## src/hw/rtl/oxsc_pkg.sv

```systemverilog
// ----------------------------------------------------------------------------
// Oxygen sensor sample conditioner package
// Shared widths, register indexes, reset values, types and the narrowband ROM.
// ----------------------------------------------------------------------------
package oxsc_pkg;

  localparam int unsigned SampleW    = 10;
  localparam int unsigned SumW       = 12;
  localparam int unsigned ByteW      = 8;
  localparam int unsigned CodeW      = 6;
  localparam int unsigned CfgIdxW    = 2;
  localparam int unsigned CfgDataW   = 10;
  localparam int unsigned TableDepth = 64;
  localparam int unsigned TableIdxW  = $clog2(TableDepth);

  localparam logic [SampleW-1:0] WbOffsetRst   = SampleW'(400);
  localparam logic [ByteW-1:0]   NbStartRst    = ByteW'(95);
  localparam logic [ByteW-1:0]   TargetTempRst = ByteW'(237);
  localparam logic [ByteW-1:0]   TempWindowRst = ByteW'(5);
  localparam logic [ByteW-1:0]   WbMax         = ByteW'(254);
  localparam logic [ByteW-1:0]   TempFull      = ByteW'(255);

  // floor(x/3) = (x * 2731) >> 13 for x < 4096
  localparam logic [SumW-1:0]    Div3Mul   = SumW'(2731);
  localparam int unsigned        Div3Shift = 13;
  // floor(x/5) = (x * 6554) >> 15 for x < 4096
  localparam logic [14:0]        Div5Mul   = 15'd6554;
  localparam int unsigned        Div5Shift = 15;

  typedef enum logic [CfgIdxW-1:0] {
    REG_WB_OFFSET   = 2'd0,
    REG_NB_START    = 2'd1,
    REG_TARGET_TEMP = 2'd2,
    REG_TEMP_WINDOW = 2'd3
  } oxsc_reg_e;

  typedef struct packed {
    logic [SampleW-1:0] wideband_offset;
    logic [ByteW-1:0]   narrowband_start;
    logic [ByteW-1:0]   target_temperature;
    logic [ByteW-1:0]   temperature_window;
  } oxsc_cfg_t;

  typedef struct packed {
    logic [SampleW-1:0] pump_average;
    logic [SampleW-1:0] nernst_level;
    logic [SampleW-1:0] aux_level;
    logic [SampleW-1:0] dc_level;
  } oxsc_cycle_t;

  typedef struct packed {
    logic [ByteW-1:0]   wideband_level;
    logic [CodeW-1:0]   narrowband_code;
    logic [ByteW-1:0]   heater_temperature;
    logic               temperature_ok;
    logic [SampleW-1:0] pump_average;
    logic [SampleW-1:0] nernst_level;
    logic [SampleW-1:0] aux_level;
  } oxsc_result_t;

  localparam logic [CodeW-1:0] NbRom [TableDepth] = '{
    6'h0B, 6'h0B, 6'h0B, 6'h0B, 6'h0B, 6'h0B, 6'h0B, 6'h0B,
    6'h0B, 6'h0B, 6'h0B, 6'h0B, 6'h0B, 6'h0B, 6'h0B, 6'h0B,
    6'h0B, 6'h0B, 6'h0A, 6'h0A, 6'h0A, 6'h0A, 6'h0A, 6'h0A,
    6'h09, 6'h09, 6'h09, 6'h08, 6'h08, 6'h08, 6'h07, 6'h07,
    6'h05, 6'h05, 6'h04, 6'h04, 6'h04, 6'h03, 6'h03, 6'h03,
    6'h02, 6'h02, 6'h02, 6'h02, 6'h02, 6'h02, 6'h01, 6'h01,
    6'h01, 6'h01, 6'h01, 6'h01, 6'h01, 6'h01, 6'h01, 6'h01,
    6'h01, 6'h01, 6'h01, 6'h01, 6'h01, 6'h01, 6'h01, 6'h01
  };

endpackage

```

## src/hw/rtl/oxsc_if.sv

```systemverilog
// ----------------------------------------------------------------------------
// Oxygen sensor sample conditioner channels
// Valid/ready channels for converter samples and conditioned results.
// ----------------------------------------------------------------------------
interface oxsc_in_if
  import oxsc_pkg::*;
();
  logic               valid;
  logic               ready;
  logic [SampleW-1:0] sample;
  logic               cycle_start;

  modport source (output valid, sample, cycle_start, input ready);
  modport sink   (input valid, sample, cycle_start, output ready);
endinterface

interface oxsc_out_if
  import oxsc_pkg::*;
();
  logic               valid;
  logic               ready;
  logic [ByteW-1:0]   wideband_level;
  logic [CodeW-1:0]   narrowband_code;
  logic [ByteW-1:0]   heater_temperature;
  logic               temperature_ok;
  logic [SampleW-1:0] pump_average;
  logic [SampleW-1:0] nernst_level;
  logic [SampleW-1:0] aux_level;

  modport source (output valid, wideband_level, narrowband_code, heater_temperature,
                  temperature_ok, pump_average, nernst_level, aux_level, input ready);
  modport sink   (input valid, wideband_level, narrowband_code, heater_temperature,
                  temperature_ok, pump_average, nernst_level, aux_level, output ready);
endinterface

```

## src/hw/rtl/oxsc_calc.sv

```systemverilog
// ----------------------------------------------------------------------------
// Oxygen sensor sample conditioner result logic
// Wideband scaling, narrowband lookup, heater temperature and window check.
// ----------------------------------------------------------------------------
module oxsc_calc
  import oxsc_pkg::*;
(
  input  oxsc_cfg_t    cfg_i,
  input  oxsc_cycle_t  cycle_i,
  output oxsc_result_t result_o
);

  logic [SampleW-1:0]    excess;
  logic [SumW-1:0]       excess_x3;
  logic [SumW+14:0]      scaled_prod;
  logic [SumW-1:0]       scaled;
  logic [ByteW-1:0]      wb;
  logic [ByteW:0]        nb_diff;
  logic [TableIdxW-1:0]  nb_idx;
  logic [SampleW:0]      dc_diff;
  logic [ByteW-1:0]      temp;
  logic signed [ByteW+1:0] band_lo;
  logic [ByteW:0]        band_hi;

  always_comb begin
    excess      = (cycle_i.pump_average > cfg_i.wideband_offset)
                ? cycle_i.pump_average - cfg_i.wideband_offset : '0;
    excess_x3   = {1'b0, excess, 1'b0} + {2'b00, excess};
    scaled_prod = excess_x3 * Div5Mul;
    scaled      = scaled_prod[Div5Shift +: SumW];
    wb          = (scaled > {4'b0, WbMax}) ? WbMax : scaled[ByteW-1:0];

    nb_diff = {1'b0, wb} - {1'b0, cfg_i.narrowband_start};
    if (wb < cfg_i.narrowband_start) begin
      nb_idx = '0;
    end else if (nb_diff > (ByteW+1)'(TableDepth - 1)) begin
      nb_idx = TableIdxW'(TableDepth - 1);
    end else begin
      nb_idx = nb_diff[TableIdxW-1:0];
    end

    dc_diff = {1'b0, cycle_i.dc_level} - {1'b0, cycle_i.nernst_level};
    if (cycle_i.dc_level < cycle_i.nernst_level) begin
      temp = '0;
    end else if (dc_diff > (SampleW+1)'(TempFull)) begin
      temp = '0;
    end else begin
      temp = TempFull - dc_diff[ByteW-1:0];
    end

    band_lo = $signed({2'b00, cfg_i.target_temperature})
            - $signed({2'b00, cfg_i.temperature_window});
    band_hi = {1'b0, cfg_i.target_temperature} + {1'b0, cfg_i.temperature_window};

    result_o.wideband_level     = wb;
    result_o.narrowband_code    = NbRom[nb_idx];
    result_o.heater_temperature = temp;
    result_o.temperature_ok     = ($signed({2'b00, temp}) > band_lo)
                                && ({1'b0, temp} < band_hi);
    result_o.pump_average       = cycle_i.pump_average;
    result_o.nernst_level       = cycle_i.nernst_level;
    result_o.aux_level          = cycle_i.aux_level;
  end

endmodule

```

## src/hw/rtl/oxygen_sensor_sample_conditioner_core.sv

```systemverilog
// ----------------------------------------------------------------------------
// Oxygen sensor sample conditioner core
// Sequences converter samples and emits one conditioned result per cycle.
// ----------------------------------------------------------------------------
// Samples enter on in_i, one per transfer, in the order auxiliary (with
// cycle_start set), pump 1..3, Nernst, Nernst with DC test current. The
// transfer of the DC sample produces one result on out_o; all other
// transfers produce none. A cycle_start transfer aborts any running cycle,
// and samples without cycle_start outside a cycle are dropped.
// Throughput: one sample per clock while in_i is ready. The DC sample
// transfer loads the pump average register, then the result register.
// Two result slots decouple the sides: in_i stays ready while a result waits
// on out_o, and only stalls when both slots are full and out_o is held.
// Reset clears the sequence to idle, empties both slots and restores the
// configuration registers (offset 400, start 95, target 237, window 5).
// Configuration writes on cfg_we_i take effect at the next edge and must only
// happen while the block is idle.
// ----------------------------------------------------------------------------
module oxygen_sensor_sample_conditioner_core
  import oxsc_pkg::*;
(
  input  logic                clk_i,
  input  logic                rst_ni,
  input  logic                cfg_we_i,
  input  logic [CfgIdxW-1:0]  cfg_index_i,
  input  logic [CfgDataW-1:0] cfg_data_i,
  oxsc_in_if.sink             in_i,
  oxsc_out_if.source          out_o
);

  typedef enum logic [2:0] {
    PH_IDLE   = 3'd0,
    PH_PUMP1  = 3'd1,
    PH_PUMP2  = 3'd2,
    PH_PUMP3  = 3'd3,
    PH_NERNST = 3'd4,
    PH_DC     = 3'd5
  } phase_e;

  oxsc_cfg_t    cfg_q;
  phase_e       phase_q, phase_d;
  logic [SumW-1:0]    pump_sum_q, pump_sum_d;
  logic [SampleW-1:0] nernst_q, nernst_d;
  logic [SampleW-1:0] aux_q, aux_d;

  logic         in_fire;
  logic         last_sample;
  logic         s1_valid_q;
  logic         s1_ready;
  logic         out_free;
  logic         out_valid_q;
  logic [SumW+SumW-1:0] avg_prod;
  oxsc_cycle_t  s1_q;
  oxsc_result_t result;
  oxsc_result_t out_q;

  assign out_free    = !out_valid_q || out_o.ready;
  assign s1_ready    = !s1_valid_q || out_free;
  assign in_i.ready  = s1_ready;
  assign in_fire     = in_i.valid && s1_ready;
  assign last_sample = in_fire && !in_i.cycle_start && (phase_q == PH_DC);
  assign avg_prod    = pump_sum_q * Div3Mul;

  always_comb begin
    phase_d    = phase_q;
    pump_sum_d = pump_sum_q;
    nernst_d   = nernst_q;
    aux_d      = aux_q;
    if (in_fire) begin
      if (in_i.cycle_start) begin
        aux_d   = in_i.sample;
        phase_d = PH_PUMP1;
      end else begin
        case (phase_q)
          PH_PUMP1: begin
            pump_sum_d = {2'b00, in_i.sample};
            phase_d    = PH_PUMP2;
          end
          PH_PUMP2: begin
            pump_sum_d = pump_sum_q + {2'b00, in_i.sample};
            phase_d    = PH_PUMP3;
          end
          PH_PUMP3: begin
            pump_sum_d = pump_sum_q + {2'b00, in_i.sample};
            phase_d    = PH_NERNST;
          end
          PH_NERNST: begin
            nernst_d = in_i.sample;
            phase_d  = PH_DC;
          end
          default: begin
            phase_d = PH_IDLE;
          end
        endcase
      end
    end
  end

  always_ff @(posedge clk_i or negedge rst_ni) begin
    if (!rst_ni) begin
      cfg_q.wideband_offset    <= WbOffsetRst;
      cfg_q.narrowband_start   <= NbStartRst;
      cfg_q.target_temperature <= TargetTempRst;
      cfg_q.temperature_window <= TempWindowRst;
      phase_q     <= PH_IDLE;
      pump_sum_q  <= '0;
      nernst_q    <= '0;
      aux_q       <= '0;
      s1_valid_q  <= 1'b0;
      out_valid_q <= 1'b0;
    end else begin
      if (cfg_we_i) begin
        case (oxsc_reg_e'(cfg_index_i))
          REG_WB_OFFSET:   cfg_q.wideband_offset    <= cfg_data_i[SampleW-1:0];
          REG_NB_START:    cfg_q.narrowband_start   <= cfg_data_i[ByteW-1:0];
          REG_TARGET_TEMP: cfg_q.target_temperature <= cfg_data_i[ByteW-1:0];
          REG_TEMP_WINDOW: cfg_q.temperature_window <= cfg_data_i[ByteW-1:0];
          default: ;
        endcase
      end
      phase_q    <= phase_d;
      pump_sum_q <= pump_sum_d;
      nernst_q   <= nernst_d;
      aux_q      <= aux_d;
      if (s1_ready) begin
        s1_valid_q <= last_sample;
      end
      if (out_free) begin
        out_valid_q <= s1_valid_q;
      end
    end
  end

  always_ff @(posedge clk_i) begin
    if (last_sample) begin
      s1_q.pump_average <= avg_prod[Div3Shift +: SampleW];
      s1_q.nernst_level <= nernst_q;
      s1_q.aux_level    <= aux_q;
      s1_q.dc_level     <= in_i.sample;
    end
    if (s1_valid_q && out_free) begin
      out_q <= result;
    end
  end

  oxsc_calc u_calc (
    .cfg_i    (cfg_q),
    .cycle_i  (s1_q),
    .result_o (result)
  );

  assign out_o.valid              = out_valid_q;
  assign out_o.wideband_level     = out_q.wideband_level;
  assign out_o.narrowband_code    = out_q.narrowband_code;
  assign out_o.heater_temperature = out_q.heater_temperature;
  assign out_o.temperature_ok     = out_q.temperature_ok;
  assign out_o.pump_average       = out_q.pump_average;
  assign out_o.nernst_level       = out_q.nernst_level;
  assign out_o.aux_level          = out_q.aux_level;

endmodule
```

## src/flat_wrapper.sv

```systemverilog
// flat-port wrapper written by rule: the top's interface ports become plain ports
module oxygen_sensor_sample_conditioner_core_flat import oxsc_pkg::*;
  (clk_i, rst_ni, cfg_we_i, cfg_index_i, cfg_data_i, in_i_valid, in_i_sample, in_i_cycle_start, in_i_ready, out_o_valid, out_o_wideband_level, out_o_narrowband_code, out_o_heater_temperature, out_o_temperature_ok, out_o_pump_average, out_o_nernst_level, out_o_aux_level, out_o_ready);
  oxsc_in_if in_i_i ();
  oxsc_out_if out_o_i ();
  input  logic clk_i;
  input  logic rst_ni;
  input  logic cfg_we_i;
  input  logic [CfgIdxW-1:0] cfg_index_i;
  input  logic [CfgDataW-1:0] cfg_data_i;
  input wire logic [$bits(in_i_i.valid)-1:0] in_i_valid;
  input wire logic [$bits(in_i_i.sample)-1:0] in_i_sample;
  input wire logic [$bits(in_i_i.cycle_start)-1:0] in_i_cycle_start;
  output wire logic [$bits(in_i_i.ready)-1:0] in_i_ready;
  output wire logic [$bits(out_o_i.valid)-1:0] out_o_valid;
  output wire logic [$bits(out_o_i.wideband_level)-1:0] out_o_wideband_level;
  output wire logic [$bits(out_o_i.narrowband_code)-1:0] out_o_narrowband_code;
  output wire logic [$bits(out_o_i.heater_temperature)-1:0] out_o_heater_temperature;
  output wire logic [$bits(out_o_i.temperature_ok)-1:0] out_o_temperature_ok;
  output wire logic [$bits(out_o_i.pump_average)-1:0] out_o_pump_average;
  output wire logic [$bits(out_o_i.nernst_level)-1:0] out_o_nernst_level;
  output wire logic [$bits(out_o_i.aux_level)-1:0] out_o_aux_level;
  input wire logic [$bits(out_o_i.ready)-1:0] out_o_ready;
  assign in_i_i.valid = in_i_valid;
  assign in_i_i.sample = in_i_sample;
  assign in_i_i.cycle_start = in_i_cycle_start;
  assign in_i_ready = in_i_i.ready;
  assign out_o_valid = out_o_i.valid;
  assign out_o_wideband_level = out_o_i.wideband_level;
  assign out_o_narrowband_code = out_o_i.narrowband_code;
  assign out_o_heater_temperature = out_o_i.heater_temperature;
  assign out_o_temperature_ok = out_o_i.temperature_ok;
  assign out_o_pump_average = out_o_i.pump_average;
  assign out_o_nernst_level = out_o_i.nernst_level;
  assign out_o_aux_level = out_o_i.aux_level;
  assign out_o_i.ready = out_o_ready;
  oxygen_sensor_sample_conditioner_core u_core (.clk_i(clk_i), .rst_ni(rst_ni), .cfg_we_i(cfg_we_i), .cfg_index_i(cfg_index_i), .cfg_data_i(cfg_data_i), .in_i(in_i_i), .out_o(out_o_i));
endmodule
```

## config.mk

```make
export PLATFORM = sky130hd
export DESIGN_NAME = oxygen_sensor_sample_conditioner_core_flat
export DESIGN_NICKNAME = d
export VERILOG_FILES = /design/src/hw/rtl/oxsc_pkg.sv /design/src/hw/rtl/oxsc_if.sv /design/src/hw/rtl/oxsc_calc.sv /design/src/hw/rtl/oxygen_sensor_sample_conditioner_core.sv /design/src/flat_wrapper.sv
export SDC_FILE = /design/constraint.sdc
export NUM_CORES = 1
export LEC_CHECK = 0
export BUFFER_PORTS_ARGS = -buffer_cell sky130_fd_sc_hd__buf_2
export CAP_MARGIN = 20
export CELL_PAD_IN_SITES_DETAIL_PLACEMENT = 1
export CELL_PAD_IN_SITES_GLOBAL_PLACEMENT = 1
export CORE_ASPECT_RATIO = 1.1
export CORE_MARGIN = 5
export CORE_UTILIZATION = 40
export CTS_CLUSTER_SIZE = 14
export DETAILED_ROUTE_END_ITERATION = 8
export HOLD_SLACK_MARGIN = 0.1
export MAX_ROUTING_LAYER = met4
export PLACE_DENSITY = 0.72
export SYNTH_ARGS = -nofsm -noshare
export SYNTH_HDL_FRONTEND = slang
export SYNTH_SLANG_ARGS = --single-unit
```

## constraint.sdc

```tcl
create_clock -name clk_i -period 13.4 [get_ports clk_i]
set_input_delay 1.34 -clock clk_i [delete_from_list [all_inputs] [get_ports clk_i]]
set_output_delay 1.34 -clock clk_i [all_outputs]
set_load 0.005 [all_outputs]
```

# Word-level counts from Yosys, hierarchy flattened
# Memories as Yosys holds them, arrays and structs flattened. A register that Yosys moved wholly into a read port is not among the register bits.
# Cells that the tools add are included.
[classes]
addsub = 8
mul = 2
div_mod_pow = 0
magnitude_cmp = 8
n_eq_ne = 8
shift = 0
n_mux = 9
bitwise = 2
reduce_logical = 20
[op_table]
columns = ["operator", "n"]
rows = [
  ["multiplier 12 x 12 -> 24 bit, second input constant", 1],
  ["2-to-1 mux 8 bit", 3],
  ["one-hot mux 12 bit (2 select lines)", 1],
  ["multiplier 12 x 12 -> 23 bit, second input constant", 1],
  ["subtractor 8 x 8 -> 9 bit", 2],
  ["adder 11 x 10 -> 12 bit", 1],
  ["adder 12 x 10 -> 12 bit", 1],
  ["2-to-1 mux 6 bit", 2],
  ["one-hot mux 3 bit (4 select lines)", 1],
  ["greater-than comparator 11 x 8 -> 1 bit, second input constant", 1],
  ["subtractor 10 x 10 -> 11 bit", 1],
  ["greater-than comparator 10 bit", 1],
  ["greater-than comparator 10 x 8 -> 1 bit, second input constant", 1],
  ["less-than comparator 10 bit", 1],
  ["2-to-1 mux 10 bit", 1],
  ["AND reduction 2 bit", 5],
  ["subtractor 10 bit", 1],
  ["adder 8 x 8 -> 9 bit", 1],
  ["greater-than comparator 9 x 6 -> 1 bit, second input constant", 1],
  ["greater-than comparator 9 bit", 1],
  ["less-than comparator 8 x 9 -> 1 bit", 1],
  ["less-than comparator 8 bit", 1],
  ["subtractor 8 bit, first input constant", 1],
  ["inverter 6 -> 7 bit", 1],
  ["other kinds (14)", 25],
]
[totals]
ff_bits = 158
latch_bits = 0
mem_bits_rw = 0
mem_bits_ro = 384
in_bits = 28
output_inout_bits = 55
elab_cells = 78
mem_count = 1
[memory_table]
columns = ["memory", "depth", "word_bits", "rd", "rd_clocked_by_memory_dff", "wr", "line", "rtl"]
rows = [
  ["(no name shown)", 64, 6, 1, 1, 0, "oxsc_calc.sv:56", "result_o.narrowband_code = NbRom[nb_idx];"],
]

# Logic depth before layout (Yosys ltp)
# Gate-level depths: netlist of run 1.
[depth]
word_depth = 11
depth_mapped = 49
depth_no_buf = 48

# Modules after synthesis
# From an unflattened synthesis of run 1, not the netlist that was laid out.
[hier_totals]
hier_cells = 1347
hier_area_um2 = 14368.8
[modules_own_cells]
columns = ["mod", "n_inst", "cells_per_inst", "area_per_inst_um2", "seq_area_each_um2"]
rows = [
  ["oxygen_sensor_sample_conditioner_core", 1, 606, 8474.4, 4590.7],
  ["oxsc_calc", 1, 741, 5894.4, 0.0],
]

# Worst setup path after synthesis of run 1
# No wires, ideal clock.
[synth_path]
path_type = "flip-flop to flip-flop"
startpoint = "register u_core.s1_q[32] (netlist bit)"
endpoint = "register u_core.out_o.narrowband_code[2] (netlist name)"
setup_time_ns = 0.146
arrival_ns = 10.128
t_required_ns = 13.254
path_slack_ns = 3.126
stages_incl_launch_ff = 45
path_buffers = 1
period_less_slack_ns = 10.274
path_cell_list = "edfxtp_1 -> ha_1 -> nor2b_1 -> o21ai_0 -> a21oi_1 -> o31a_1 -> o21a_1 -> o31ai_1 -> clkbuf_1 -> nor2_1 -> ha_1 -> fa_1 -> a21o_1 -> a21oi_1 -> nor2b_1 -> o21ai_0 -> nand2_1 -> xor2_1 -> (+9 left out) -> ha_1 -> a21oi_2 -> o22ai_1 -> nand4b_2 -> a21oi_4 -> xnor2_1 -> or4_1 -> o41ai_2 -> nand2b_1 -> ha_1 -> inv_1 -> fa_1 -> a21o_1 -> a21oi_1 -> xnor2_1 -> or3_1 -> or2_2 -> a21oi_1"
[synth_via]
elab_chain_len = 11
word_cells_on_any_way = 13
cone_classes = "3 x add/sub; 1 x mul; 4 x order compare; 4 x mux; 1 x bitwise"
[synth_rtl]
columns = ["element", "line", "rtl"]
rows = [
  ["from (decl)", "oxygen_sensor_sample_conditioner_core.sv:53", "oxsc_cycle_t s1_q;"],
  ["subtractor 10 bit / greater-than comparator 10 bit (equally long branches)", "oxsc_calc.sv:27, oxsc_calc.sv:26", ""],
  ["2-to-1 mux 10 bit (*)", "oxsc_calc.sv:27", "? cycle_i.pump_average - cfg_i.wideband_offset : '0;"],
  ["adder 11 x 10 -> 12 bit (*)", "oxsc_calc.sv:28", "excess_x3 = {1'b0, excess, 1'b0} + {2'b00, excess};"],
  ["multiplier 12 x 12 -> 24 bit (*)", "oxsc_calc.sv:29", "scaled_prod = excess_x3 * Div5Mul;"],
  ["greater-than comparator 10 x 8 -> 1 bit", "oxsc_calc.sv:31", "wb = (scaled > {4'b0, WbMax}) ? WbMax : scaled[ByteW-1:0];"],
  ["2-to-1 mux 8 bit (*)", "oxsc_calc.sv:31", ""],
  ["subtractor 8 x 8 -> 9 bit", "oxsc_calc.sv:33", "nb_diff = {1'b0, wb} - {1'b0, cfg_i.narrowband_start};"],
  ["greater-than comparator 9 x 6 -> 1 bit", "oxsc_calc.sv:36", "end else if (nb_diff > (ByteW+1)'(TableDepth - 1)) begin"],
  ["2-to-1 mux 6 bit", "oxsc_calc.sv:36", ""],
  ["2-to-1 mux 6 bit (*)", "oxsc_calc.sv:34", "if (wb < cfg_i.narrowband_start) begin"],
  ["inverter 6 -> 7 bit (not written as such) (*)", "oxsc_calc.sv:56", ""],
]
# Mark *: on every way between the ends. The rest lies on a longest branch, timed or not.
# A chain may end at the register's enable or synchronous reset.

# Final worst setup path of run 1
[layout_path]
startpoint = "register u_core.s1_q[30] (netlist bit)"
endpoint = "register u_core.out_o.narrowband_code[0] (netlist name)"
[layout_via]
elab_chain_len = 11
word_cells_on_any_way = 13
cone_classes = "3 x add/sub; 1 x mul; 4 x order compare; 4 x mux; 1 x bitwise"
[layout_rtl]
columns = ["element", "line"]
rows = [
  ["subtractor 10 bit / greater-than comparator 10 bit (equally long branches)", "oxsc_calc.sv:27, oxsc_calc.sv:26"],
  ["2-to-1 mux 10 bit (*)", "oxsc_calc.sv:27"],
  ["adder 11 x 10 -> 12 bit (*)", "oxsc_calc.sv:28"],
  ["multiplier 12 x 12 -> 24 bit (*)", "oxsc_calc.sv:29"],
  ["greater-than comparator 10 x 8 -> 1 bit", "oxsc_calc.sv:31"],
  ["2-to-1 mux 8 bit (*)", "oxsc_calc.sv:31"],
  ["subtractor 8 x 8 -> 9 bit", "oxsc_calc.sv:33"],
  ["greater-than comparator 9 x 6 -> 1 bit", "oxsc_calc.sv:36"],
  ["2-to-1 mux 6 bit", "oxsc_calc.sv:36"],
  ["2-to-1 mux 6 bit (*)", "oxsc_calc.sv:34"],
  ["inverter 6 -> 7 bit (not written as such) (*)", "oxsc_calc.sv:56"],
]
# Marks and branches as above.

==> results of run 1 <==
-- per-stage QoR --
| stage | cell area [µm²] | utilization, % | worst slack [ps] | cells | hold slack, ps |
|---|---|---|---|---|---|
| floorplan | 13900 | - | 3130 | 1318 | 400 |
| global placement | 14900 | 43.3 | 2400 | 1823 | 406 |
| detailed placement | 14900 | 43.3 | 1960 | 1823 | 406 |
| CTS | 15500 | 45.1 | 1920 | 1855 | 422 |
| global route | 15500 | 45.1 | 1100 | 1855 | 440 |
| finish | 15500 | 45.1 | 1980 | 1855 | 421 |
-- path summary, 6_finish.rpt --
check | startpoint | end | slack (ps) | depth (start not counted)
setup reg to reg | u_core.s1_q[30] | u_core.out_o.narrowband_code[0] | 1980 | 47
hold reg to reg | u_core.s1_q[14] | u_core.out_o.aux_level[4] | 420 | 0
setup / recovery | u_core.s1_q[30] | u_core.out_o.narrowband_code[0] | 1980 | 47
hold / removal | u_core.s1_q[14] | u_core.out_o.aux_level[4] | 420 | 0
min in group asynchronous | rst_ni | u_core.aux_q[0] | 1040 | 1
max in group asynchronous | rst_ni | u_core.cfg_q[9] | 11730 | 1
-- sequential cells by signal, indices dropped and copies added (netlist names), 4 cells and up --
signal                           cells
u_core.out_o.wideband_level          8
u_core.out_o.pump_average           10
u_core.pump_sum_q                   12
u_core.out_o.aux_level              10
u_core.out_o.narrowband_code         4
u_core.out_o.nernst_level           10
u_core.out_o.heater_temperature      8
u_core.aux_q                        10
u_core.cfg_q                        34
u_core.nernst_q                     10
u_core.s1_q                         40
-- area by class of cell --
class | count | area [µm²]
multi-input combinational | 876 | 8360
inverter | 262 | 983
fill | 3798 | 18800
sequential | 162 | 4530
clock buffer | 17 | 425
timing repair buffer | 85 | 440
tap | 438 | 548
clock inverter | 15 | 171
-- metal layers --
metal,share of wire [%],vias to the layer above,wire (µm)
li1,-,4630,-
met1,42,4737,13700
met2,54,97,17400
met3,2.0,42,656
met4,1.8,0,575
met5,0,-,0
-- kinds of logic (layout without fill, tap and decap cells) --
family	count (synthesis)	in the layout	share of synthesized area, %
compound gates	228	228	10.7
xor+xnor	64	64	4.02
fa+ha+maj	327	327	33.7
buf+inv	280	379	7.60
flops	162	162	32.5
mux	49	49	4.01
other cells	1	2	0.0269
simple gates	206	206	7.41
-- cells in the final DEF (no fill, tap or decap), types with 7 or more instances in the layout --
cell / n
inv_1: 262
ha_1: 246
edfxtp_1: 91
fa_1: 81
buf_2: 79
a21oi_1: 62
dfrtp_1: 54
o21ai_0: 51
nand2_1: 50
nor2_1: 50
xnor2_1: 47
mux2_2: 43
a21o_1: 21
o21a_1: 20
nor2b_1: 19
xor2_1: 17
clkbuf_16: 17
dfstp_2: 17
nor3_1: 16
o21bai_1: 14
nand2b_1: 12
nand3_1: 11
and2_1: 9
or3_1: 8
a31oi_1: 7
-- worst reg2reg max path: cells and delay by family (launching register included) --
kind,cells,cell delay [ps]
flip-flops,1,350
AO/OA/AOI/OAI,20,3490
XOR/XNOR,2,580
adder cells (fa/ha/maj),11,4210
AND/OR/NAND/NOR,7,2000
buffers and inverters,7,480
==> run_results.csv, run 1 <==
group,metric,value,unit
setup_path,crit_buf_inv,7,
clock_network,clkTransAtPathRegs,70,ps
global_routing,grt_pass1_wl,54600,µm
route,drt_iter0_markers,332,
clock_network,cts_root_buf,"clkbuf_16",
timing,period_needed,11420,ps
route,drc,0,
synth,syn_inst,1317,
route,dr.pass1.iters,5,
placed_design,port_buffers,80,
global_routing,antenna_found_initial,0,
setup_path,arrival,11590,ps
hold_path,min_path_type,"flip-flop to flip-flop",
synth,yosysTopAreaCellShare,22.1,%
synth,yosys_register_bits,162,
die,die-width,188,µm
clock_network,insertion_delay,440,ps
setup_path,endpoint_kind,"flip-flop",
timing,fin_crit_sh,85.2,%
setup_path,critPathKind,"flip-flop to flip-flop",
clock_network,cts_inserted_buffers,17,
clock_network,post_cts_buffers,0,
final_layout,drive_gt1_share,13.5,%
setup_path,cpPeakStageDelay,630,ps
synth,synth-main-ff-cell,"edfxtp_1",
global_routing,grt_use_met3,2.46,%
die,die-height,206,µm
synth,yosys-top-cells-count,"262 x inv_1, 246 x ha_1, 91 x edfxtp_1",
route,wl,32400,µm
final_layout,area_delta_synth_final,11.0,%
synth,synth.most_common_cell,"inv_1",
clock_network,htree_num_levels,4,
final_layout,num-nets-final,1759,
global_routing,grt_pass1_vias,10800,
die,start_util,40.6,%
timing,setup_viol,0,
synth,netlist_area,0.0139,mm²
clock_network,holdBufCountCts,0,
die,coreArea,0.0343,mm²
placed_design,dp_hpwl,26100,µm
timing,tightest_slew,950,ps
setup_path,crit_family,"adder cells",
timing,slew_headroom,36.7,%
global_routing,gr-usage-met1,20.6,%
die,rows,71,
route,ant_nets,0,
synth,synth-edff-count,91,
timing,fin_setup_tns,0,ps
timing,slew_viol_final,0,
global_routing,grt_usage,18.1,%
route,wl_per_cell,17.5,µm
synth,synthTopCellsByArea,"ha_1 22%, edfxtp_1 20%, fa_1 12%",
placed_design,gp_congestion,0.882,
synth,yosysTopAreaCell,"ha_1",
route,routed_via_density,5.12,
global_routing,busiest_layer,"met2",
die,ioPinCount,83,
run,maxCapViolCount,0,
clock_network,clock_sinks,162,
status,outcome,"complete, no violations",
global_routing,use_met2,33.7,%
route,via_count,9506,
setup_path,startpoint_type,"flip-flop",
final_layout,diodes,0,
setup_path,cpMaxStageDelayCell,"nor3_1",
setup_path,crit_path_max_fanout,11,
synth,ys_seq_area_share,32.5,%
synth,ys_warn_count,0,
global_routing,grt_max_degree,72,
clock_network,clk_path_buf_depth,2,
synth,avgSynthCellArea,10.6,µm²
global_routing,grt-ovfl-total,0,
synth,synth.distinct_cells,68,
clock_network,cts_tree,"yes",
die,die_area,0.0387,mm²
synth,synthArstFlopShare,43.8,%
clock_network,post_cts_resized,0,
timing,fmax,87.6,MHz
timing,rsz0062_at_grt,"no",
timing,finalHoldViolCount,0,
setup_path,crit_required,13580,ps
timing,fin_worst_skew,9.82,ps
Power of run 1 is not shown: default switching activity piles up to over one toggle a cycle in this logic, so the estimate is an artifact.
==> inputs of run 2 (changes only) <==
- CELL_PAD_IN_SITES_DETAIL_PLACEMENT: 1 -> default
- CELL_PAD_IN_SITES_GLOBAL_PLACEMENT: 1 -> default
- CORE_UTILIZATION: 40 -> 60
- PLACE_DENSITY: 0.72 -> 0.83
==> run_results.csv, run 2 (synthesized netlist as in run 1, its figures left out) <==
group,metric,value,unit
status,outcome,"complete, no violations",
final_layout,diodes,0,
final_layout,largest_reg_flops,40,
setup_path,r2r_setup_slack,2100,ps
route,drc,0,
placed_design,port_buffers,80,
die,rows,58,
route,drt_iter0_markers,402,
timing,fin_worst_skew,10.6,ps
timing,period_needed,11300,ps
die,die-width,155,µm
placed_design,placed_cell_area,0.0147,mm²
timing,slew_viol_final,0,
final_layout,reg_top3,"u_core.s1_q (40), u_core.cfg_q (34), u_core.pump_sum_q (12)",
setup_path,r2r_cells,47,
final_layout,final_cell_mix,"262 x inv_1, 246 x ha_1, 91 x edfxtp_1",
setup_path,endpoint_kind,"flip-flop",
setup_path,arrival,11610,ps
setup_path,crit_family,"adder cells",
clock_network,htree_num_levels,4,
clock_network,insertion_delay,440,ps
die,ioPinCount,83,
hold_path,holdPathStages,0,
final_layout,num-nets-final,1759,
clock_network,clkTransAtPathRegs,80,ps
clock_network,cts_root_buf,"clkbuf_16",
final_layout,fin_cells,1717,
final_layout,final_common_cell,"inv_1",
clock_network,clk_path_buf_depth,2,
timing,tightest_slew,1020,ps
setup_path,crit_path_max_fanout,11,
global_routing,grt_max_degree,72,
timing,fmax,88.5,MHz
timing,setup_viol,0,
placed_design,dp_cells,1685,
final_layout,area_delta_synth_final,9.75,%
global_routing,grt_pass1_vias,10200,
timing,fin_crit_sh,84.3,%
timing,finalHoldViolCount,0,
timing,fin_setup_tns,0,ps
hold_path,min_path_type,"flip-flop to flip-flop",
final_layout,drive_gt1_share,13.6,%
hold_path,hp-start,"u_core.s1_q[15]",
setup_path,r2r-start,"u_core.s1_q[30]",
clock_network,cts_inserted_buffers,17,
global_routing,grt_pass1_wl,48800,µm
die,die_area,0.0264,mm²
route,routed_via_density,5.61,
setup_path,r2r-end,"u_core.out_o.narrowband_code[3]",
route,wl_per_cell,17.0,µm
global_routing,grt_usage,23.7,%
setup_path,crit_required,13700,ps
setup_path,cpPeakStageDelay,590,ps
hold_path,worstHoldEndpoint,"u_core.out_o.aux_level[5]",
setup_path,startpoint_type,"flip-flop",
route,ant_nets,0,
global_routing,antenna_found_initial,0,
final_layout,largest-register,"u_core.s1_q",
clock_network,cts_tree,"yes",
clock_network,clock_sinks,162,
die,coreArea,0.0229,mm²
global_routing,grt-ovfl-total,0,
timing,slew_headroom,31.5,%
setup_path,cpMaxStageDelayCell,"nor3_1",
die,die-height,170,µm
run,maxCapViolCount,0,
clock_network,post_cts_resized,0,
setup_path,critPathKind,"flip-flop to flip-flop",
placed_design,dp_hpwl,23500,µm
die,start_util,60.9,%
route,wl,29200,µm
timing,rsz0062_at_grt,"no",
route,via_count,9633,
placed_design,gp_congestion,0.934,
route,dr.pass1.iters,4,
final_layout,final_cell_area,0.0153,mm²
clock_network,holdBufCountCts,0,
setup_path,crit_buf_inv,7,
clock_network,post_cts_buffers,0,
run 2: layout make-up:
cell class	instances	area, µm²
Tap cell	300	375
Sequential cell	162	4530
Fill cell	1686	7570
Clock inverter	14	160
Multi-Input combinational cell	876	8360
Inverter	262	983
Clock buffer	18	429
Timing Repair Buffer	85	450
run 2: how the worst max path moves through the flow:
stage	start	end	slack, ps	cells past startpoint
2_1_floorplan	u_core.s1_q[32]	u_core.out_o.narrowband_code[2]	3130	44
3_3_place_gp	u_core.s1_q[30]	u_core.out_o.narrowband_code[0]	2470	47
6_report	u_core.s1_q[30]	u_core.out_o.narrowband_code[3]	2100	47
3_5_place_dp	u_core.s1_q[30]	u_core.out_o.narrowband_code[3]	2110	47
5_1_grt	u_core.s1_q[30]	u_core.out_o.narrowband_code[3]	1280	47
4_1_cts	u_core.s1_q[30]	u_core.out_o.narrowband_code[3]	2060	47
run 2: through the flow:
stage | hold slack, ps | setup WS, ps | utilization, %
finish | 421 | 2100 | 66.9
global route | 426 | 1280 | 66.9
CTS | 424 | 2060 | 66.9
detailed placement | 405 | 2110 | 64.3
global placement | 402 | 2470 | 64.2
floorplan | 400 | 3130 | -
run 2: metal layers:
metal | up-vias | routed length, µm | global-route usage [%] | part of all wire, %
li1 | 4649 | - | - | -
met1 | 4728 | 11900 | 27.8 | 41
met2 | 199 | 15500 | 42.1 | 53
met3 | 57 | 1080 | 3.21 | 3.7
met4 | 0 | 759 | 7.69 | 2.6
met5 | - | 0 | - | 0
Power of run 2 is left out for the same reason.
